File: config.mk
export PLATFORM = sky130hd
export DESIGN_NAME = depth_waypoint_controller_top
export DESIGN_NICKNAME = d
export VERILOG_FILES = /design/src/rtl/dwc_pkg.sv /design/src/rtl/depth_waypoint_controller_top.sv /design/src/rtl/dwc_cfg_regs.sv /design/src/rtl/dwc_effort.sv /design/src/rtl/dwc_core.sv
export SDC_FILE = /design/constraint.sdc
export NUM_CORES = 1
export LEC_CHECK = 0
export BUFFER_PORTS_ARGS = -buffer_cell sky130_fd_sc_hd__buf_2
export CAP_MARGIN = 20
export CORE_MARGIN = 2
export CORE_UTILIZATION = 31
export CTS_CLUSTER_DIAMETER = 30
export DETAILED_ROUTE_END_ITERATION = 8
export HOLD_SLACK_MARGIN = 0.03
export SLEW_MARGIN = 10
export SYNTH_ARGS = -nofsm -noshare
export SYNTH_HDL_FRONTEND = slang
export SYNTH_HIERARCHICAL = 1
export SYNTH_SLANG_ARGS = --single-unit
export TNS_END_PERCENT = 5
File: constraint.sdc
create_clock -name aclk -period 19.6 [get_ports aclk]
set_clock_uncertainty 0.1 [all_clocks]
set_input_delay 0.98 -clock aclk [delete_from_list [all_inputs] [get_ports aclk]]
set_output_delay 0.98 -clock aclk [all_outputs]
set_load 0.01 [all_outputs]
File: src/rtl/dwc_pkg.sv
package dwc_pkg;

    localparam int MAX_POINTS   = 4;
    localparam int NUM_WP_REGS  = 4;
    localparam int WP_W         = 15;
    localparam int IDX_W        = 2;
    localparam int CNT_W        = 3;
    localparam int DWELL_W      = 16;
    localparam int GAIN_W       = 16;
    localparam int MARGIN_W     = 12;
    localparam int DEPTH_W      = 16;
    localparam int TIME_W       = 32;
    localparam int EFFORT_W     = 16;
    localparam int DIST_W       = 16;
    localparam int S_TDATA_W    = 48;
    localparam int M_TDATA_W    = 56;
    localparam int CFG_INDEX_W  = 3;
    localparam int CFG_DATA_W   = 16;

    localparam logic [CNT_W-1:0]          RESET_COUNT  = CNT_W'(1);
    localparam logic [GAIN_W-1:0]         RESET_GAIN   = GAIN_W'(256);
    localparam logic [MARGIN_W-1:0]       RESET_MARGIN = MARGIN_W'(100);
    localparam logic signed [EFFORT_W-1:0] SURFACE_EFFORT = -EFFORT_W'(80);

    typedef enum logic [CFG_INDEX_W-1:0] {
        REG_WAYPOINT_A     = 3'd0,
        REG_WAYPOINT_B     = 3'd1,
        REG_WAYPOINT_C     = 3'd2,
        REG_WAYPOINT_D     = 3'd3,
        REG_WAYPOINT_COUNT = 3'd4,
        REG_DWELL_TIME     = 3'd5,
        REG_GAIN           = 3'd6,
        REG_ARRIVAL_MARGIN = 3'd7
    } cfg_reg_t;

    typedef struct packed {
        logic [NUM_WP_REGS-1:0][WP_W-1:0] waypoint;
        logic [CNT_W-1:0]                 count;
        logic [DWELL_W-1:0]               dwell_time;
        logic [GAIN_W-1:0]                gain;
        logic [MARGIN_W-1:0]              margin;
    } cfg_t;

    // clamp the programmed count to 1..MAX_POINTS
    function automatic logic [CNT_W-1:0] active_count(input logic [CNT_W-1:0] c);
        logic [CNT_W-1:0] r;
        r = c;
        if (r == '0) r = CNT_W'(1);
        if (r > CNT_W'(MAX_POINTS)) r = CNT_W'(MAX_POINTS);
        return r;
    endfunction

endpackage

File: src/rtl/depth_waypoint_controller_top.sv
// an accepted input reaches m_tvalid through the input register, then the result register
// throughput: one transaction per cycle while m_tready does not stall the result register,
// set by the combinational pass through the step logic
// a stalled result holds in the result register while one more input waits in the input register
// reset: synchronous on aresetn low; clears valid flags and controller state, restores
// register defaults (waypoint_count 1, gain 256, arrival_margin 100, others 0)
module depth_waypoint_controller_top (
    input  logic                               aclk,
    input  logic                               aresetn,
    // configuration write channel
    input  logic                               cfg_valid,
    output logic                               cfg_ready,
    input  logic [dwc_pkg::CFG_INDEX_W-1:0]    cfg_index,
    input  logic [dwc_pkg::CFG_DATA_W-1:0]     cfg_data,
    // input stream
    input  logic                               s_tvalid,
    output logic                               s_tready,
    input  logic                               s_tuser,  // kind: 0 dive step, 1 surface step
    input  logic [dwc_pkg::S_TDATA_W-1:0]      s_tdata,  // measured_depth[15:0], time_stamp[47:16]
    // result stream
    output logic                               m_tvalid,
    input  logic                               m_tready,
    // effort[15:0], desired_depth[30:16], distance[46:31], waypoint_index[48:47],
    // dwelling[49], reached_depth[50], surfaced[51], zero fill[55:52]
    output logic [dwc_pkg::M_TDATA_W-1:0]      m_tdata
);
    import dwc_pkg::*;

    // current register file contents, held for the step logic
    cfg_t cfg;

    // register file, always ready, one write transaction per cycle
    dwc_cfg_regs u_cfg_regs (
        .aclk      (aclk),
        .aresetn   (aresetn),
        .cfg_valid (cfg_valid),
        .cfg_ready (cfg_ready),
        .cfg_index (cfg_index),
        .cfg_data  (cfg_data),
        .cfg       (cfg)
    );

    // input register, waypoint sequencer, p-control effort and result register
    dwc_core u_core (
        .aclk     (aclk),
        .aresetn  (aresetn),
        .cfg      (cfg),
        .s_tvalid (s_tvalid),
        .s_tready (s_tready),
        .s_tuser  (s_tuser),
        .s_tdata  (s_tdata),
        .m_tvalid (m_tvalid),
        .m_tready (m_tready),
        .m_tdata  (m_tdata)
    );

endmodule

File: src/rtl/dwc_cfg_regs.sv
module dwc_cfg_regs (
    input  logic                           aclk,
    input  logic                           aresetn,
    input  logic                           cfg_valid,
    output logic                           cfg_ready,
    input  logic [dwc_pkg::CFG_INDEX_W-1:0] cfg_index,
    input  logic [dwc_pkg::CFG_DATA_W-1:0]  cfg_data,
    output dwc_pkg::cfg_t                  cfg
);
    import dwc_pkg::*;

    cfg_t cfg_reg;
    cfg_t cfg_next;

    assign cfg_ready = 1'b1;
    assign cfg       = cfg_reg;

    always_comb begin
        cfg_next = cfg_reg;
        if (cfg_valid) begin
            unique case (cfg_reg_t'(cfg_index))
                REG_WAYPOINT_A:     cfg_next.waypoint[0] = cfg_data[WP_W-1:0];
                REG_WAYPOINT_B:     cfg_next.waypoint[1] = cfg_data[WP_W-1:0];
                REG_WAYPOINT_C:     cfg_next.waypoint[2] = cfg_data[WP_W-1:0];
                REG_WAYPOINT_D:     cfg_next.waypoint[3] = cfg_data[WP_W-1:0];
                REG_WAYPOINT_COUNT: cfg_next.count       = cfg_data[CNT_W-1:0];
                REG_DWELL_TIME:     cfg_next.dwell_time  = cfg_data[DWELL_W-1:0];
                REG_GAIN:           cfg_next.gain        = cfg_data[GAIN_W-1:0];
                REG_ARRIVAL_MARGIN: cfg_next.margin      = cfg_data[MARGIN_W-1:0];
                default:            cfg_next = cfg_reg;
            endcase
        end
    end

    always_ff @(posedge aclk) begin
        if (!aresetn) begin
            cfg_reg.waypoint   <= '0;
            cfg_reg.count      <= RESET_COUNT;
            cfg_reg.dwell_time <= '0;
            cfg_reg.gain       <= RESET_GAIN;
            cfg_reg.margin     <= RESET_MARGIN;
        end else begin
            cfg_reg <= cfg_next;
        end
    end

endmodule

File: src/rtl/dwc_effort.sv
module dwc_effort (
    input  logic [dwc_pkg::WP_W-1:0]            desired,
    input  logic signed [dwc_pkg::DEPTH_W-1:0]  measured,
    input  logic [dwc_pkg::GAIN_W-1:0]          gain,
    output logic signed [dwc_pkg::EFFORT_W-1:0] effort
);
    import dwc_pkg::*;

    localparam int ERR_W  = DEPTH_W + 1;
    localparam int PROD_W = ERR_W + GAIN_W + 1;

    logic signed [ERR_W-1:0]  err;
    logic signed [ERR_W-1:0]  gain_s;
    logic signed [PROD_W-1:0] prod;
    logic signed [PROD_W-1:0] quot;

    // 2 * gain * err / 256 with floor is an arithmetic shift by 7
    always_comb begin
        err    = $signed({{(ERR_W-WP_W){1'b0}}, desired}) - $signed({measured[DEPTH_W-1], measured});
        gain_s = $signed({1'b0, gain});
        prod   = PROD_W'(err) * PROD_W'(gain_s);
        quot   = prod >>> 7;
        if (quot > PROD_W'(32767)) begin
            effort = EFFORT_W'(32767);
        end else if (quot < -PROD_W'(32768)) begin
            effort = $signed({1'b1, {(EFFORT_W-1){1'b0}}});
        end else begin
            effort = quot[EFFORT_W-1:0];
        end
    end

endmodule

File: src/rtl/dwc_core.sv
module dwc_core (
    input  logic                              aclk,
    input  logic                              aresetn,
    input  dwc_pkg::cfg_t                     cfg,
    input  logic                              s_tvalid,
    output logic                              s_tready,
    input  logic                              s_tuser,
    input  logic [dwc_pkg::S_TDATA_W-1:0]     s_tdata,
    output logic                              m_tvalid,
    input  logic                              m_tready,
    output logic [dwc_pkg::M_TDATA_W-1:0]     m_tdata
);
    import dwc_pkg::*;

    // input register
    logic                      in_valid_reg;
    logic                      in_kind_reg;
    logic signed [DEPTH_W-1:0] in_depth_reg;
    logic [TIME_W-1:0]         in_time_reg;

    // controller state
    logic [IDX_W-1:0]           point_index_reg, point_index_next;
    logic                       dwell_flag_reg, dwell_flag_next;
    logic [TIME_W-1:0]          dwell_start_reg, dwell_start_next;
    logic                       depth_done_reg, depth_done_next;
    logic                       surface_done_reg, surface_done_next;
    logic signed [EFFORT_W-1:0] held_effort_reg, held_effort_next;
    logic [DIST_W-1:0]          held_distance_reg, held_distance_next;

    // result register
    logic                       out_valid_reg;
    logic [M_TDATA_W-1:0]       out_data_reg;
    logic [M_TDATA_W-1:0]       out_data_next;

    logic                       advance;
    logic                       in_take;
    logic [WP_W-1:0]            target;
    logic signed [DEPTH_W:0]    diff;
    logic [DIST_W-1:0]          abs_dist;
    logic                       near;
    logic [TIME_W-1:0]          start_eff;
    logic [TIME_W:0]            dwell_end;
    logic                       running;
    logic [IDX_W-1:0]           idx_inc;
    logic [CNT_W-1:0]           cnt;
    logic [WP_W-1:0]            new_target;
    logic signed [EFFORT_W-1:0] p_effort;
    logic [WP_W-1:0]            desired;

    assign advance  = in_valid_reg && (!out_valid_reg || m_tready);
    assign s_tready = !in_valid_reg || advance;
    assign in_take  = s_tvalid && s_tready;
    assign m_tvalid = out_valid_reg;
    assign m_tdata  = out_data_reg;

    // waypoint sequencing
    always_comb begin
        point_index_next   = point_index_reg;
        dwell_flag_next    = dwell_flag_reg;
        dwell_start_next   = dwell_start_reg;
        depth_done_next    = depth_done_reg;
        held_distance_next = held_distance_reg;

        target    = cfg.waypoint[point_index_reg];
        diff      = $signed({2'b00, target}) - $signed({in_depth_reg[DEPTH_W-1], in_depth_reg});
        abs_dist  = diff[DEPTH_W] ? DIST_W'(-diff) : diff[DIST_W-1:0];
        near      = ({{(DIST_W-MARGIN_W){1'b0}}, cfg.margin} > abs_dist) || dwell_flag_reg;
        start_eff = (dwell_start_reg == '0) ? in_time_reg : dwell_start_reg;
        dwell_end = {1'b0, start_eff} + {{(TIME_W+1-DWELL_W){1'b0}}, cfg.dwell_time};
        running   = {1'b0, in_time_reg} < dwell_end;
        idx_inc   = point_index_reg + IDX_W'(1);
        cnt       = active_count(cfg.count);

        if (!in_kind_reg && !depth_done_reg) begin
            held_distance_next = abs_dist;
            if (near) begin
                if (running) begin
                    dwell_flag_next  = 1'b1;
                    dwell_start_next = start_eff;
                end else begin
                    dwell_flag_next  = 1'b0;
                    dwell_start_next = '0;
                    point_index_next = idx_inc;
                    if (idx_inc == '0 || {1'b0, idx_inc} >= cnt) begin
                        depth_done_next  = 1'b1;
                        point_index_next = '0;
                    end
                end
            end
        end
    end

    assign new_target = cfg.waypoint[point_index_next];

    dwc_effort u_effort (
        .desired  (new_target),
        .measured (in_depth_reg),
        .gain     (cfg.gain),
        .effort   (p_effort)
    );

    // effort, surfacing and result packing
    always_comb begin
        held_effort_next  = held_effort_reg;
        surface_done_next = surface_done_reg;
        desired           = new_target;
        if (!in_kind_reg) begin
            if (!depth_done_reg) begin
                held_effort_next = depth_done_next ? '0 : p_effort;
            end
        end else begin
            desired = '0;
            if ($signed(in_depth_reg) < $signed({{(DEPTH_W-MARGIN_W){1'b0}}, cfg.margin})
                    || dwell_flag_reg) begin
                surface_done_next = 1'b1;
                held_effort_next  = '0;
            end else begin
                held_effort_next  = SURFACE_EFFORT;
            end
        end
        out_data_next = {4'b0000, surface_done_next, depth_done_next, dwell_flag_next,
                         point_index_next, held_distance_next, desired, held_effort_next};
    end

    always_ff @(posedge aclk) begin
        if (!aresetn) begin
            in_valid_reg      <= 1'b0;
            out_valid_reg     <= 1'b0;
            point_index_reg   <= '0;
            dwell_flag_reg    <= 1'b0;
            dwell_start_reg   <= '0;
            depth_done_reg    <= 1'b0;
            surface_done_reg  <= 1'b0;
            held_effort_reg   <= '0;
            held_distance_reg <= '0;
        end else begin
            if (in_take) begin
                in_valid_reg <= 1'b1;
            end else if (advance) begin
                in_valid_reg <= 1'b0;
            end
            if (advance) begin
                out_valid_reg     <= 1'b1;
                point_index_reg   <= point_index_next;
                dwell_flag_reg    <= dwell_flag_next;
                dwell_start_reg   <= dwell_start_next;
                depth_done_reg    <= depth_done_next;
                surface_done_reg  <= surface_done_next;
                held_effort_reg   <= held_effort_next;
                held_distance_reg <= held_distance_next;
            end else if (m_tready) begin
                out_valid_reg <= 1'b0;
            end
        end
    end

    always_ff @(posedge aclk) begin
        if (in_take) begin
            in_kind_reg  <= s_tuser;
            in_depth_reg <= s_tdata[DEPTH_W-1:0];
            in_time_reg  <= s_tdata[DEPTH_W+TIME_W-1:DEPTH_W];
        end
        if (advance) begin
            out_data_reg <= out_data_next;
        end
    end

endmodule

Yosys cells after proc, flatten, opt, wreduce, memory -nomap -nowiden
Cells that the tools add are included.
{"block": "word_totals", "wordCells": 104, "ff_bits": 279, "in_bits": 73, "output_inout_bits": 59}
{"block": "op_classes", "reduce_logical": 27, "mux": 33, "mul": 1, "eq_ne": 7, "addsub": 5, "n_lt_le_gt_ge": 9}
{"cell": "two-way mux 16 bit", "n": 8}
{"cell": "two-way mux 32 bit", "n": 2}
{"cell": "binary-select mux 15 bit (select 2 bit)", "n": 2}
{"cell": "multiplier 17 x 17 -> 34 bit", "n": 1}
{"cell": "subtractor 16 x 16 -> 17 bit", "n": 2}
{"cell": "adder 32 x 16 -> 33 bit", "n": 1}
{"cell": "less-than comparator 32 x 33 -> 1 bit", "n": 1}
{"cell": "logical NOT 32 bit", "n": 1}
{"cell": "two-way mux 15 bit", "n": 2}
{"cell": "greater-than comparator 27 x 16 -> 1 bit (second input constant)", "n": 1}
{"cell": "less-than comparator 27 x 16 -> 1 bit (second input constant)", "n": 1}
{"cell": "greater-than comparator 12 x 16 -> 1 bit", "n": 1}
{"cell": "less-than comparator 16 x 13 -> 1 bit", "n": 1}
{"cell": "negator 16 bit", "n": 1}
{"cell": "AND reduction 2 bit", "n": 8}
{"cell": "two-way mux 1 bit", "n": 13}
{"cell": "== test 3 bit (second input constant)", "n": 4}
{"cell": "two-way mux 2 bit", "n": 4}
{"cell": "== test 3 x 2 -> 1 bit (second input constant)", "n": 2}
{"cell": "logical NOT 3 bit", "n": 2}
{"cell": "less-than comparator 2 x 3 -> 1 bit (second input constant)", "n": 2}
{"cell": "two-way mux 3 bit", "n": 2}
{"cell": "logical OR 1 bit", "n": 5}
{"cell": "logical NOT 1 bit", "n": 4}
{"cell": "8 further kinds", "n": 11}

Longest topological paths before layout
Gate-level depths: netlist of the first run.
{"block": "depth", "depth_word": 20, "depth_mapped": 75, "mapped_depth_nobuf": 68}

Hierarchy
Netlist of the first run, hierarchy kept.
{"mod": "dwc_effort", "seq_area_each_um2": 0.0, "instances": 1, "cells_each": 1546, "area_each_um2": 12772.2}
{"mod": "dwc_core", "seq_area_each_um2": 4454.3, "instances": 1, "cells_each": 1117, "area_each_um2": 11287.1}
{"mod": "dwc_cfg_regs", "seq_area_each_um2": 2142.1, "instances": 1, "cells_each": 383, "area_each_um2": 3975.1}

Worst setup path after synthesis of the first run
OpenSTA, ideal clock, no wires.
{"block": "synth_path", "path_type": "reg2reg", "startpoint": "reg u_core.dwell_start_reg[18]", "endpoint": "reg u_core.out_data_reg[14] (netlist: u_core/m_tdata[14]) (data pin)", "period_less_slack_ps": 16169, "path_stages_with_launch": 74, "path_slack_ps": 3431, "required_ps": 19231, "setup_time_ps": 269, "n_path_buf": 8, "arrival_ps": 15800, "path_cell_list": "dfxtp_1 > nor4_1 > nand4_1 > nor2_1 > clkbuf_1 > clkbuf_1 > clkbuf_1 > a21oi_1 > inv_1 > ha_1 > a21o_1 > a21oi_1 > o21ai_0 > a21oi_1 > o21bai_1 > a21oi_1 > o31ai_1 > o41a_1 > [38 not listed] > fa_1 > inv_1 > fa_1 > inv_1 > ha_1 > a21o_1 > a21o_1 > a21o_1 > or4_1 > a21oi_1 > or4_1 > nand3_1 > o41ai_4 > buf_6 > o211ai_1 > a21o_1 > a21oi_1 > nor2_1"}
{"block": "synth_between", "elab_chain_len": 17, "word_cells_on_any_way": 21, "classes_between": "add/sub: 2; mul: 1; order compare: 3; mux: 14; reduce/logical: 1"}
{"element": "from (decl)", "line": "dwc_core.sv:24", "text": "logic [TIME_W-1:0] dwell_start_reg, dwell_start_next;"}
{"element": "from (signal assigned)", "line": "dwc_core.sv:146", "text": "dwell_start_reg <= dwell_start_next;"}
{"element": "logical NOT 32 bit", "line": "dwc_core.sv:68", "text": "start_eff = (dwell_start_reg == '0) ? in_time_reg : dwell_start_reg;"}
{"element": "two-way mux 32 bit (*)", "line": "dwc_core.sv:68"}
{"element": "adder 32 x 16 -> 33 bit (*)", "line": "dwc_core.sv:69", "text": "dwell_end = {1'b0, start_eff} + {{(TIME_W+1-DWELL_W){1'b0}}, cfg.dwell_time};"}
{"element": "less-than comparator 32 x 33 -> 1 bit (*)", "line": "dwc_core.sv:70", "text": "running = {1'b0, in_time_reg} < dwell_end;"}
{"element": "two-way mux 2 bit (*)", "line": "dwc_core.sv:77", "text": "if (running) begin"}
{"element": "two-way mux 2 bit (*)", "line": "dwc_core.sv:76", "text": "if (near) begin"}
{"element": "two-way mux 2 bit (*)", "line": "dwc_core.sv:74", "text": "if (!in_kind_reg && !depth_done_reg) begin"}
{"element": "binary-select mux 15 bit (select 2 bit) (*)", "line": "dwc_core.sv:93", "text": "assign new_target = cfg.waypoint[point_index_next];"}
{"element": "[1 not listed]"}
{"element": "named net u_core.new_target[0]", "line": "dwc_core.sv:46", "text": "logic [WP_W-1:0] new_target;"}
{"element": "[2 not listed]"}
{"element": "less-than comparator 27 x 16 -> 1 bit", "line": "dwc_effort.sv:25", "text": "end else if (quot < -PROD_W'(32768)) begin"}
{"element": "two-way mux 16 bit", "line": "dwc_effort.sv:25"}
{"element": "two-way mux 16 bit (*)", "line": "dwc_effort.sv:23", "text": "if (quot > PROD_W'(32767)) begin"}
{"element": "named net u_core.p_effort[14]", "line": "dwc_core.sv:47", "text": "logic signed [EFFORT_W-1:0] p_effort;"}
{"element": "two-way mux 16 bit (*)", "line": "dwc_core.sv:109", "text": "held_effort_next = depth_done_next ? '0 : p_effort;"}
{"element": "two-way mux 16 bit (*)", "line": "dwc_core.sv:108", "text": "if (!depth_done_reg) begin"}
{"element": "two-way mux 16 bit (*)", "line": "dwc_core.sv:107", "text": "if (!in_kind_reg) begin"}
{"element": "named net u_core.held_effort_next[14]", "line": "dwc_core.sv:27", "text": "logic signed [EFFORT_W-1:0] held_effort_reg, held_effort_next;"}
{"element": "to (signal assigned)", "line": "dwc_core.sv:164", "text": "out_data_reg <= out_data_next;"}
{"element": "to (decl)", "line": "dwc_core.sv:32", "text": "logic [M_TDATA_W-1:0] out_data_reg;"}
The timed path passes the listed nets; every way through them passes the cells marked *. The select of a mux whose other input is x is not followed.
A chain may end at the register's enable or synchronous reset.

Worst setup path in the final report of the first run
{"block": "layout_path", "startpoint": "reg u_core.dwell_start_reg[23]", "endpoint": "reg u_core.out_data_reg[13] (netlist: u_core/m_tdata[13]) (data pin)"}
Same word-level chain as after synthesis.

==> results.sh, run 1 <==
export IMPL_status="complete, no violations"
export IMPL_synthArstFlopShare=0
export IMPL_fmax_mhz=54.9
export IMPL_synth_area_um2=28000
export IMPL_ant_nets=0
export IMPL_drive_above_1_share=0.113
export IMPL_tightest_slew_ns=1.08
export IMPL_crit_slowest_cell="a311oi_2"
export IMPL_yosysSeqAreaShare=0.235
export IMPL_p_int_w=0.00155
export IMPL_crit_required_ns=19.82
export IMPL_synth_edf_count=101
export IMPL_critPathLaunchType="register"
export IMPL_startpoint="u_core/dwell_start_reg[23]$_SDFFE_PN0P_"
export IMPL_fp_row_count=110
export IMPL_maxCapViolCount=0
export IMPL_synth_area_per_cell_um2=9.20
export IMPL_tritoncts="built"
export IMPL_drv_slew=0
export IMPL_final_cell_mix="inv_1, nand2_1, fa_1"
export IMPL_holdCritPathClass="reg2reg"
export IMPL_clock_power_share=0.427
export IMPL_whs_path_depth=2
export IMPL_ir_worst_vdd_uv=72.4
export IMPL_tns_ns=0
export IMPL_placeableCoreArea_um2=89900
export IMPL_path_clk_slew_ns=0.06
export IMPL_io_buffers=126
export IMPL_hold_path_endpoint="u_cfg_regs/cfg[21]$_SDFFE_PN0P_"
export IMPL_placed_area_um2=29800
export IMPL_cts_path_max_buffers=3
export IMPL_hold_viol=0
export IMPL_setup_violations=0
export IMPL_die_y_um=305
export IMPL_cts_sinks=279
export IMPL_cts_buffers=60
export IMPL_post_cts_resized=0
export IMPL_path_max_fanout=37
export IMPL_relSlewSlack=0.279
export IMPL_end_kind="register"
export IMPL_wl_per_cell_um=18.9
export IMPL_initial_utilization=0.312
export IMPL_r2r_slack_ns=1.39
export IMPL_criticalPathCategory="reg2reg"
export IMPL_r2r_end="u_core/m_tdata[13]$_DFFE_PP_"
export IMPL_reg2regPathDepth=67
export IMPL_die_area_um2=92900
export IMPL_rsz0062_at_grt="no"
export IMPL_ys_warn_count=6
export IMPL_grt_max_degree=106
export IMPL_sw_frac_of_total=0.353
export IMPL_wl_um=82000
export IMPL_drt_initial_drc_count=1495
export IMPL_final_nets=3651
export IMPL_period_needed_ns=18.21
export IMPL_crit_arrival_ns=18.43
export IMPL_min_from="u_cfg_regs/cfg[21]$_SDFFE_PN0P_"
export IMPL_htreeDepth=2
export IMPL_fin_area_um2=32000
export IMPL_area_growth_synth_to_final_pct=14.1
export IMPL_layout_commonest_cell="inv_1"
export IMPL_overflow=0
export IMPL_largest_reg_flops=107
export IMPL_p_leak_nw=14.6
export IMPL_ioPinCount=132
export IMPL_synth_seq_cells=279
export IMPL_dr_pass1_iters=6
export IMPL_power_density_nw_per_um2=75.1
export IMPL_cp_slowest_stage_delay_ns=0.73
export IMPL_combPwrFrac=0.301
export IMPL_die_w_um=305
export IMPL_cts_root_buf="clkbuf_16"
export IMPL_fill_cells=9123
export IMPL_drcViolationCount=0
export IMPL_gp_routability_congestion=0.866
export IMPL_synth_cell_types=102
export IMPL_grt_antenna_before_repair=2
export IMPL_holdBufCountCts=0
export IMPL_vias=22000
export IMPL_synth_main_ff_cell="dfxtp_1"
export IMPL_hpwl_um=60900
export IMPL_finalCritPeriodShare=0.929
export IMPL_synth_cells=3046
export IMPL_p_sw_w=0.000848
export IMPL_seqPwrFrac=0.272
export IMPL_grtUsageTotal=0.176
export IMPL_grt_pass1_vias=22000
export IMPL_fin_util=0.356
export IMPL_vias_per_cell=5.06
export IMPL_grt_pass1_wl_um=129000
export IMPL_timing_rr_start="u_core/dwell_start_reg[23]$_SDFFE_PN0P_"
export IMPL_clk_latency_ns=0.65
-- cells in the mapped netlist (17+ instances only) --
master	instances	share of area
inv_1	441	0.059
o211ai_1	34	0.0091
nand2b_1	29	0.0065
a21boi_0	18	0.0048
nor2_1	118	0.016
a21o_1	73	0.020
xnor2_1	64	0.020
xor2_1	33	0.010
nor4_1	17	0.0038
nand2_1	353	0.047
nor3_1	22	0.0039
nand4_1	18	0.0040
fa_1	274	0.20
nand3_1	70	0.012
o21ai_0	55	0.0098
ha_1	189	0.084
nor2b_1	91	0.020
o311ai_0	19	0.0059
clkbuf_1	127	0.017
edfxtp_1	101	0.11
mux2i_1	177	0.063
dfxtp_1	178	0.13
buf_2	24	0.0043
and2_1	82	0.018
and3_1	21	0.0047
a21oi_1	89	0.016
a22oi_1	29	0.0078
-- layer usage --
metal  up-vias  share of wire  global-route usage  wire (µm)
met3       127          0.060              0.0314       4910
met4         0          0.027              0.0509       2210
met5         -              0                   0          0
li1      10400              -                   -          -
met1     10900           0.46               0.242      37500
met2       640           0.46               0.283      37400
-- how the worst max path moves through the flow --
stage	endpoint
final	u_core/m_tdata[13]$_DFFE_PP_
after CTS	u_core/m_tdata[5]$_DFFE_PP_
after global placement	u_core/m_tdata[13]$_DFFE_PP_
after floorplan	u_core/m_tdata[14]$_DFFE_PP_
after global routing	u_core/m_tdata[5]$_DFFE_PP_
after detailed placement	u_core/m_tdata[5]$_DFFE_PP_
-- what timing repair did --
action	CTS	global route
endpoints found under the setup margin	0	26
hold endpoints to repair	0	0
buffers inserted	0	2
-- metrics by stage --
stage          worst slack, ns  cells  power, W  hold slack, ns
4_1_cts                   1.24   4340   0.00242           0.370
6_report                  1.39   4344   0.00240           0.366
2_1_floorplan             3.43   3049   0.00118           0.335
3_3_place_gp              1.80   4226   0.00138           0.341
3_5_place_dp              1.40   4227   0.00138           0.356
5_1_grt                  0.150   4344   0.00254           0.382
-- final cells by class --
type | count | area [µm²] | area share
clock inverters | 43 | 544 | 0.0170
repair buffers | 178 | 1030 | 0.0321
well taps | 1176 | 1470 | 0.0460
inverters | 441 | 1660 | 0.0518
flip-flops and latches | 279 | 6600 | 0.206
diodes | 2 | 5.00 | 0.000157
clock buffers | 70 | 1570 | 0.0491
multi-input cells | 2155 | 19100 | 0.598
-- worst max-delay path: cells and delay by family, from the launching register on --
kind                       cells  cell delay (ns)
AOI/OAI and AO/OA             31             6.64
DFF                            1             0.33
adders and majority gates     10             3.99
muxes                          2             0.45
xor gates and xnor gates       3             1.07
buffers and inverters          8             1.47
and+or+nand+nor               13             3.84
-- power by group through the flow --
stage / registers, W / clock network, W / logic (W)
floorplan: 0.000658 / 0 / 0.000518
global placement: 0.000666 / 0 / 0.000709
detailed placement: 0.000665 / 0 / 0.000716
CTS: 0.000654 / 0.00105 / 0.000721
global route: 0.000657 / 0.00108 / 0.000807
finish: 0.000654 / 0.00103 / 0.000723
-- logic make-up after synthesis --
group,after synthesis,synth area share
adders and majority gates,469,0.282
AOI/OAI and AO/OA,490,0.130
xor gates and xnor gates,97,0.0303
other,2,0.000268
DFF,279,0.235
buffers and inverters,615,0.0865
and+or+nand+nor,902,0.161
muxes,192,0.0752
(Power assumes the default switching activity.)
==> run 2: changes to the inputs <==
--- a/config.mk
+++ b/config.mk
@@ -9,9 +9,11 @@
 export CAP_MARGIN = 20
 export CORE_MARGIN = 2
 export CORE_UTILIZATION = 31
-export CTS_CLUSTER_DIAMETER = 30
+export CTS_CLUSTER_DIAMETER = 200
+export CTS_CLUSTER_SIZE = 28
 export DETAILED_ROUTE_END_ITERATION = 8
 export HOLD_SLACK_MARGIN = 0.03
+export PLACE_DENSITY = 0.55
 export SLEW_MARGIN = 10
 export SYNTH_ARGS = -nofsm -noshare
 export SYNTH_HDL_FRONTEND = slang
==> results.sh, run 2 (synthesis gave the netlist of run 1 again) <==
export IMPL_holdCritPathClass="reg2reg"
export IMPL_cp_slowest_stage_delay_ns=0.87
export IMPL_fin_area_um2=30300
export IMPL_die_w_um=305
export IMPL_rsz0062_at_grt="no"
export IMPL_grt_pass1_vias=21400
export IMPL_vias=21500
export IMPL_whs_path_depth=2
export IMPL_drv_slew=0
export IMPL_dr_pass1_iters=5
export IMPL_holdWs_ns=0.360
export IMPL_area_growth_synth_to_final_pct=7.92
export IMPL_die_y_um=305
export IMPL_path_buf_inv=8
export IMPL_power_density_nw_per_um2=56.4
export IMPL_grtUsageTotal=0.178
export IMPL_clk_latency_ns=0.54
export IMPL_fin_ws_ns=1.56
export IMPL_end_kind="register"
export IMPL_crit_required_ns=19.78
export IMPL_post_cts_resized=0
export IMPL_hold_path_endpoint="u_core/held_distance_reg[15]$_SDFFE_PN0P_"
export IMPL_grt_max_degree=96
export IMPL_hold_viol=0
export IMPL_crit_slowest_cell="o41ai_4"
export IMPL_htreeDepth=1
export IMPL_fp_row_count=110
export IMPL_ant_nets=0
export IMPL_drt_initial_drc_count=1495
export IMPL_crit_arrival_ns=18.22
export IMPL_overflow=0
export IMPL_final_nets=3607
export IMPL_finalCritPeriodShare=0.920
export IMPL_maxCapViolCount=0
export IMPL_largest_reg_flops=107
export IMPL_ir_worst_vdd_uv=72.4
export IMPL_post_cts_buffers=0
export IMPL_timing_rr_start="u_core/dwell_start_reg[24]$_SDFFE_PN0P_"
export IMPL_fmax_mhz=55.4
export IMPL_final_cell_mix="inv_1, nand2_1, fa_1"
export IMPL_period_needed_ns=18.04
export IMPL_wl_um=83200
export IMPL_drive_above_1_share=0.0880
export IMPL_layout_commonest_cell="inv_1"
export IMPL_path_max_fanout=33
export IMPL_cts_root_buf="clkbuf_16"
export IMPL_grt_antenna_before_repair=3
export IMPL_io_buffers=126
export IMPL_vias_per_cell=5.05
export IMPL_r2r_end="u_core/m_tdata[14]$_DFFE_PP_"
export IMPL_min_from="u_core/held_distance_reg[15]$_SDFFE_PN0P_"
export IMPL_reg2regPathDepth=63
export IMPL_crit_family="compound AO/OA/AOI/OAI gates"
export IMPL_placed_area_um2=29900
export IMPL_cts_sinks=279
export IMPL_placeableCoreArea_um2=89900
export IMPL_gp_routability_congestion=0.872
export IMPL_tritoncts="built"
export IMPL_status="complete, no violations"
export IMPL_hpwl_um=62500
export IMPL_die_area_um2=92900
export IMPL_initial_utilization=0.312
export IMPL_drcViolationCount=0
export IMPL_tightest_slew_ns=1.07
export IMPL_cts_buffers=13
export IMPL_setup_violations=0
export IMPL_critPathLaunchType="register"
export IMPL_tns_ns=0
export IMPL_wl_per_cell_um=19.5
export IMPL_grt_pass1_wl_um=129000
export IMPL_power_w=0.00171
export IMPL_holdBufCountCts=0
export IMPL_cts_path_max_buffers=3
export IMPL_dpl_worst_slack_ns=1.77
export IMPL_p_leak_nw=13.8
export IMPL_r2r_slack_ns=1.56
export IMPL_path_clk_slew_ns=0.11
export IMPL_relSlewSlack=0.287
export IMPL_criticalPathCategory="reg2reg"
export IMPL_ioPinCount=132
export IMPL_path_depth=63
[run 2: cell count changes in the layout (fill, tap and decap cells not counted), sizes merged, moves of 3 or more]
cell | previous run | this run
buf | 178 | 181
bufinv | 5 | 1
clkbuf | 70 | 20
clkinv | 24 | 1
clkinvlp | 6 | 0
inv | 449 | 441
[run 2: final cells by class]
| cell class | count | area (µm²) |
|---|---|---|
| fillers | 9328 | 59600 |
| multi-input cells | 2155 | 19100 |
| flip-flops and latches | 279 | 6600 |
| inverters | 441 | 1660 |
| well taps | 1176 | 1470 |
| repair buffers | 181 | 1050 |
| clock buffers | 20 | 352 |
| clock inverters | 2 | 26.3 |
| diodes | 1 | 2.50 |
[run 2: report_power, final]
part	internal (W)	total (W)	switching, W
Clock	0.000134	0.000334	0.000199
Combinational	0.000264	0.000724	0.000460
Sequential	0.000630	0.000650	0.0000199
Total	0.00103	0.00171	0.000679
[run 2: worst max-delay path by stage]
stage | start | end | slack (ns)
after CTS | u_core/dwell_start_reg[24]$_SDFFE_PN0P_ | u_core/m_tdata[4]$_DFFE_PP_ | 1.71
after global routing | u_core/dwell_start_reg[24]$_SDFFE_PN0P_ | u_core/m_tdata[13]$_DFFE_PP_ | 0.38
final | u_core/dwell_start_reg[24]$_SDFFE_PN0P_ | u_core/m_tdata[14]$_DFFE_PP_ | 1.56
after detailed placement | u_core/dwell_start_reg[24]$_SDFFE_PN0P_ | u_core/m_tdata[4]$_DFFE_PP_ | 1.77
after floorplan | u_core/dwell_start_reg[18]$_SDFFE_PN0P_ | u_core/m_tdata[14]$_DFFE_PP_ | 3.43
after global placement | u_core/dwell_start_reg[18]$_SDFFE_PN0P_ | u_core/m_tdata[13]$_DFFE_PP_ | 2.18
[run 2: worst min-delay path, stage by stage (launching register included)]
cell	delay (ns)
dfxtp_1	0.33
nand2_1	0.05
a21boi_1	0.05
[run 2: per-stage QoR]
stage / utilization / instances
3_3_place_gp: 0.332 / 4231
4_1_cts: 0.336 / 4253
3_5_place_dp: 0.332 / 4231
5_1_grt: 0.337 / 4255
2_1_floorplan: - / 3049
6_report: 0.337 / 4255
[run 2: layer usage]
metal	up-vias	GRT usage	routed length (µm)
met5	-	0	0
met4	0	0.0365	1770
met3	79	0.0251	4350
met2	532	0.301	39100
met1	10700	0.241	37900
li1	10200	-	-
